--- config.mk ---
export PLATFORM = sky130hd
export DESIGN_NAME = mbr_ram
export DESIGN_NICKNAME = d
export VERILOG_FILES = /design/src/design/mbr_ram.sv
export SDC_FILE = /design/constraint.sdc
export NUM_CORES = 2
export LEC_CHECK = 0
export ABC_AREA = 0
export BUFFER_PORTS_ARGS = -buffer_cell sky130_fd_sc_hd__buf_2
export CELL_PAD_IN_SITES_DETAIL_PLACEMENT = 1
export CELL_PAD_IN_SITES_GLOBAL_PLACEMENT = 2
export CORE_MARGIN = 3
export CORE_UTILIZATION = 35
export CTS_BUF_LIST = sky130_fd_sc_hd__clkbuf_8
export CTS_CLUSTER_DIAMETER = 80
export CTS_CLUSTER_SIZE = 20
export DETAILED_ROUTE_END_ITERATION = 7
export PLACE_DENSITY_LB_ADDON = 0.2
export SYNTH_ARGS = -nofsm -noshare
export SYNTH_HDL_FRONTEND = slang
export SYNTH_SLANG_ARGS = --single-unit
export TNS_END_PERCENT = 100
--- constraint.sdc ---
create_clock -name clk -period 3.5 [get_ports clk]
set_clock_uncertainty 0.05 [all_clocks]
set_input_delay 0.35 -clock clk [delete_from_list [all_inputs] [get_ports clk]]
set_output_delay 0.35 -clock clk [all_outputs]
set_load 0.005 [all_outputs]
--- src/design/mbr_ram.sv ---
module mbr_ram #(
  parameter int WIDTH = 8,
  parameter int DEPTH = 256
) (
  input  logic                     clk,
  input  logic                     we,
  input  logic [$clog2(DEPTH)-1:0] waddr,
  input  logic [WIDTH-1:0]         wdata,
  input  logic                     re,
  input  logic [$clog2(DEPTH)-1:0] raddr,
  output logic [WIDTH-1:0]         rdata
);
  logic [WIDTH-1:0] mem [DEPTH];

  always_ff @(posedge clk) begin
    if (we) mem[waddr] <= wdata;
    if (re) rdata <= mem[raddr];
  end
endmodule
==> impl.org <==
** Power and ir drop
- Summed over all cells, the static leakage comes to 0.02738 uW.
- Max VDD drop :: 367.5 uV
- Total power per unit cell area :: 464.0 nW/um^2

** Flow run
- The tool flagged a number of max-cap violations equal to 0.

** Detailed routing
- The detail route stage leaves a number of antenna-violating nets equal to 0.
- Detailed-router iteration count before antenna repair :: 8
- Routed length on met1 :: 103,400 um
- Routed wire length on met3 :: 11,010 um
- Length of routed met2 wiring :: 109,200 um
- Highest routed layer :: met4
- Wires add up to 227,900 um.
- After detailed routing, the average wire length per cell comes to 31.60 um.
- DRC marker count from the first detailed-route iteration :: 4,124
- Vias post-DR :: 39,370
- Drt via density :: 5.458
- In the routed design, unresolved DRC markers number 0.

** STA
- Period Utilization, post-route :: 84.57%
- Setup slack on the critical path of the routed design comes to 0.5401 ns.
- For this run, the top clock speed supported by timing is 0.3378 GHz.
- For the pin with the worst max-slew slack, the measured transition is 1.242 ns.
- Relative max-transition margin :: 16.98%
- Final hold viol count :: 0
- Sum Neg Setup Slack :: 0 ns
- The final max-slew violation count was 0.
- Setup repair after global routing left no endpoint under its margin.
- Setup violations remaining at the end of the flow were counted as 0.
- Post-layout min period :: 2.960 ns

** Global route
- First-pass GRT wire length :: 324,500 um
- The number of antenna violations at the first check in global routing came to 16.
- Total global routing overflow :: 0
- Total global-route track usage :: 19.34%
- Entering global routing, the biggest net connects 119 pins.
- The number of global-route vias before repair came to 41,014.

** Clock tree
- Clock root buffer :: clkbuf_8
- In this run, CTS created clock tree buffers numbering 121.
- Reg clk slew, reported paths :: 0.13 ns
- Clock latency on the worst-skew pair, taken at its later pin, is 0.97 ns.
- Post-CTS timing repair inserted 0 buffers for setup.
- In this run the deepest clock path goes through 3 buffers.
- Maximum level of the CTS H-tree :: 3
- Clock tree synthesis found a total of 2,056 sinks.
- TritonCTS built the clock tree.

** Worst setup path
- Crit path kind :: flop to flop
- STA classifies the critical path endpoint as a flop.
- The worst setup path is launched from a flop.
- Along the worst path, the maximum fanout reaches 1.
- Data arrival time of the critical path :: 3.59 ns
- Together, buffers and inverters on the worst path number 1.
- Across all register-to-register paths, the minimum setup slack is 0.54 ns.
- Among the stages of the critical path, the cell type that occurs most often is mux4_2.
- Number of cells on the worst reg-to-reg path :: 7
- Max stage delay cell, worst path :: nor3_1
- Cell family contributing the most delay on the critical path :: multiplexers
- The critical path crosses 7 cells after its start point.
- CP Cell Sequence :: mux4_2, mux4_2, nor2_1, a2111oi_1, buf_4, nor3_1, nor4_1
- Data on the critical path is required at its endpoint by 4.13 ns.
- Maximum cell stage delay along the critical path :: 0.72 ns

** Final layout
- Fill cells in the final layout number 21,601.
- The finished layout holds 7,213 standard cells, fillers aside.
- Post-route cell area :: 88,910 um^2
- Synthesis-to-layout area growth :: 11.65%
- Final-stage net count :: 4,185
- In the final layout, the share of cells above drive strength 1 is 27.84%.

** Logic synthesis
- Nets in the synthesized netlist :: 3,760
- edfxtp_1 is the most common cell in the netlist.
- Flop and latch count out of synthesis :: 2,056
- Sorting the synthesized cells by area gives the leading types as edfxtp_1, mux4_2, mux2i_1, nor2_1, a22oi_1.
- Among all flip-flop cells after synthesis, the most frequent one is edfxtp_1.
- Yosys top cell area share :: 77.53%
- Post-synth top area cell :: edfxtp_1
- Synth Area per Inst :: 21.33 um^2
- Share of flip-flops with an asynchronous set or reset after synthesis :: 0%
- Top cells by count, synth :: edfxtp_1, mux4_2, nor2_1
- Post-synthesis sequential area ratio :: 77.53%
- Yosys mapped the design onto 54 distinct sky130hd cell types.
- Mapped Area :: 79,640 um^2
- Number of synthesized flops with an enable pin :: 2,056
- The cell count after synthesis came out at 3,733.
- Synth Warn # :: 0

** Floorplanning
- 35 I/O pins were placed.
- The initial utilization of the core area, before any placement, comes to 35.31%.
- Number of standard-cell rows in the floorplan :: 174
- Measured along the x axis, the die boundary spans 483.0 um.
- Die Height :: 483.0 um
- In this run the standard cell core region covers 225,500 um^2.
- Die ar. :: 233,300 um^2

** Placement
- Count of input and output buffers :: 34
- Number of placed instances with taps included :: 7,018
- Instance area after placement :: 86,640 um^2
- Routability-driven placement finished with a final weighted congestion of 0.8110.
- Prior to clock tree synthesis, the placed netlist has a worst setup slack of -0.4181 ns.
- Final HPWL DP :: 146,800 um

** Hold path
- Worst hold path depth :: 4
- In this run the worst hold path is classified as primary input to flop.

** Run status
- The run finished with clean final reports.
-- area by class of cell --
class                   instances  area [um^2]  area share (%)
well taps                    2992         3744           4.211
multi-input cells            1442        16560           18.63
clock inverters                56        466.7          0.5249
diodes                          7        17.52         0.01970
flip-flops and latches       2056        61740           69.44
repair buffers                535         4682           5.266
inverters                       2        7.507        0.008444
clock buffers                 123         1693           1.904
-- worst reg2reg max path: stages (launching register included) --
cell and delay (ns):
edfxtp_1 0.38, mux4_2 0.51, mux4_2 0.52, nor2_1 0.11
a2111oi_1 0.08, buf_4 0.19, nor3_1 0.72, nor4_1 0.14
-- cells by family after synthesis --
logic type	Yosys count	share of synthesized area [%]
simple gates	466	2.625
mux	591	14.60
compound gates	385	3.416
flops	2056	77.53
buf+inv	235	1.829
-- state kept, by name, indices dropped and copies added (netlist names) --
signal and cells:
rdata 8, mem 2048
-- metrics by stage --
stage / hold slack, ns / util, % / total power, uW
after global routing: 0.07953 / 39.42 / 42700
after global placement: 0.7911 / 38.39 / 30480
after floorplan: 0.3989 / - / 29010
final: 0.1354 / 39.42 / 41260
after detailed placement: 0.7935 / 38.41 / 30510
after CTS: 0.01502 / 39.41 / 41800
-- what timing repair did --
item | in CTS | in global routing
gates resized for setup | 0 | 0
hold buffers | 9 | 0
hold endpoints to repair | 610 | 0
-- power breakdown --
| group | leakage, uW | switching [uW] | internal, uW |
|---|---|---|---|
| logic | 0.00777 | 1760 | 973 |
| registers | 0.0185 | 36.6 | 27100 |
| clock network | 0.00112 | 7690 | 3680 |
-- cell usage in the layout (no fill, tap or decap), types with 9 or more instances in the layout --
master         instances
nand3_1               25
nor4_1                20
edfxtp_1            2056
buf_8                 10
o22ai_1               28
clkbuf_8             123
nor2b_1               28
o21ai_0               10
a21oi_1               96
buf_4                443
buf_2                 23
a211oi_1              16
nand2_1               32
nand3_2                9
a22oi_1              133
buf_12                50
inv_1                 16
nand4_1               10
mux2i_1              134
o211ai_1              10
nor3_1                22
dlygate4sd3_1          9
clkinvlp_4            13
nor2_1               279
mux4_2               454
a221oi_1              13
o221ai_1              46
-- path summary, 6_finish.rpt --
path	startpoint	end
setup / recovery	mem[135][4]	rdata[4]
hold / removal	waddr[4]	mem[53][0]
setup reg to reg	mem[135][4]	rdata[4]
hold reg to reg	mem[40][3]	rdata[3]
-- metal layers --
layer  track usage [%]  up-vias
met5                 0        -
met4             3.443        0
met3             2.248      203
met2             31.24      992
met1             28.59    21788
li1                  -    16387
(Power assumes the default switching activity.)
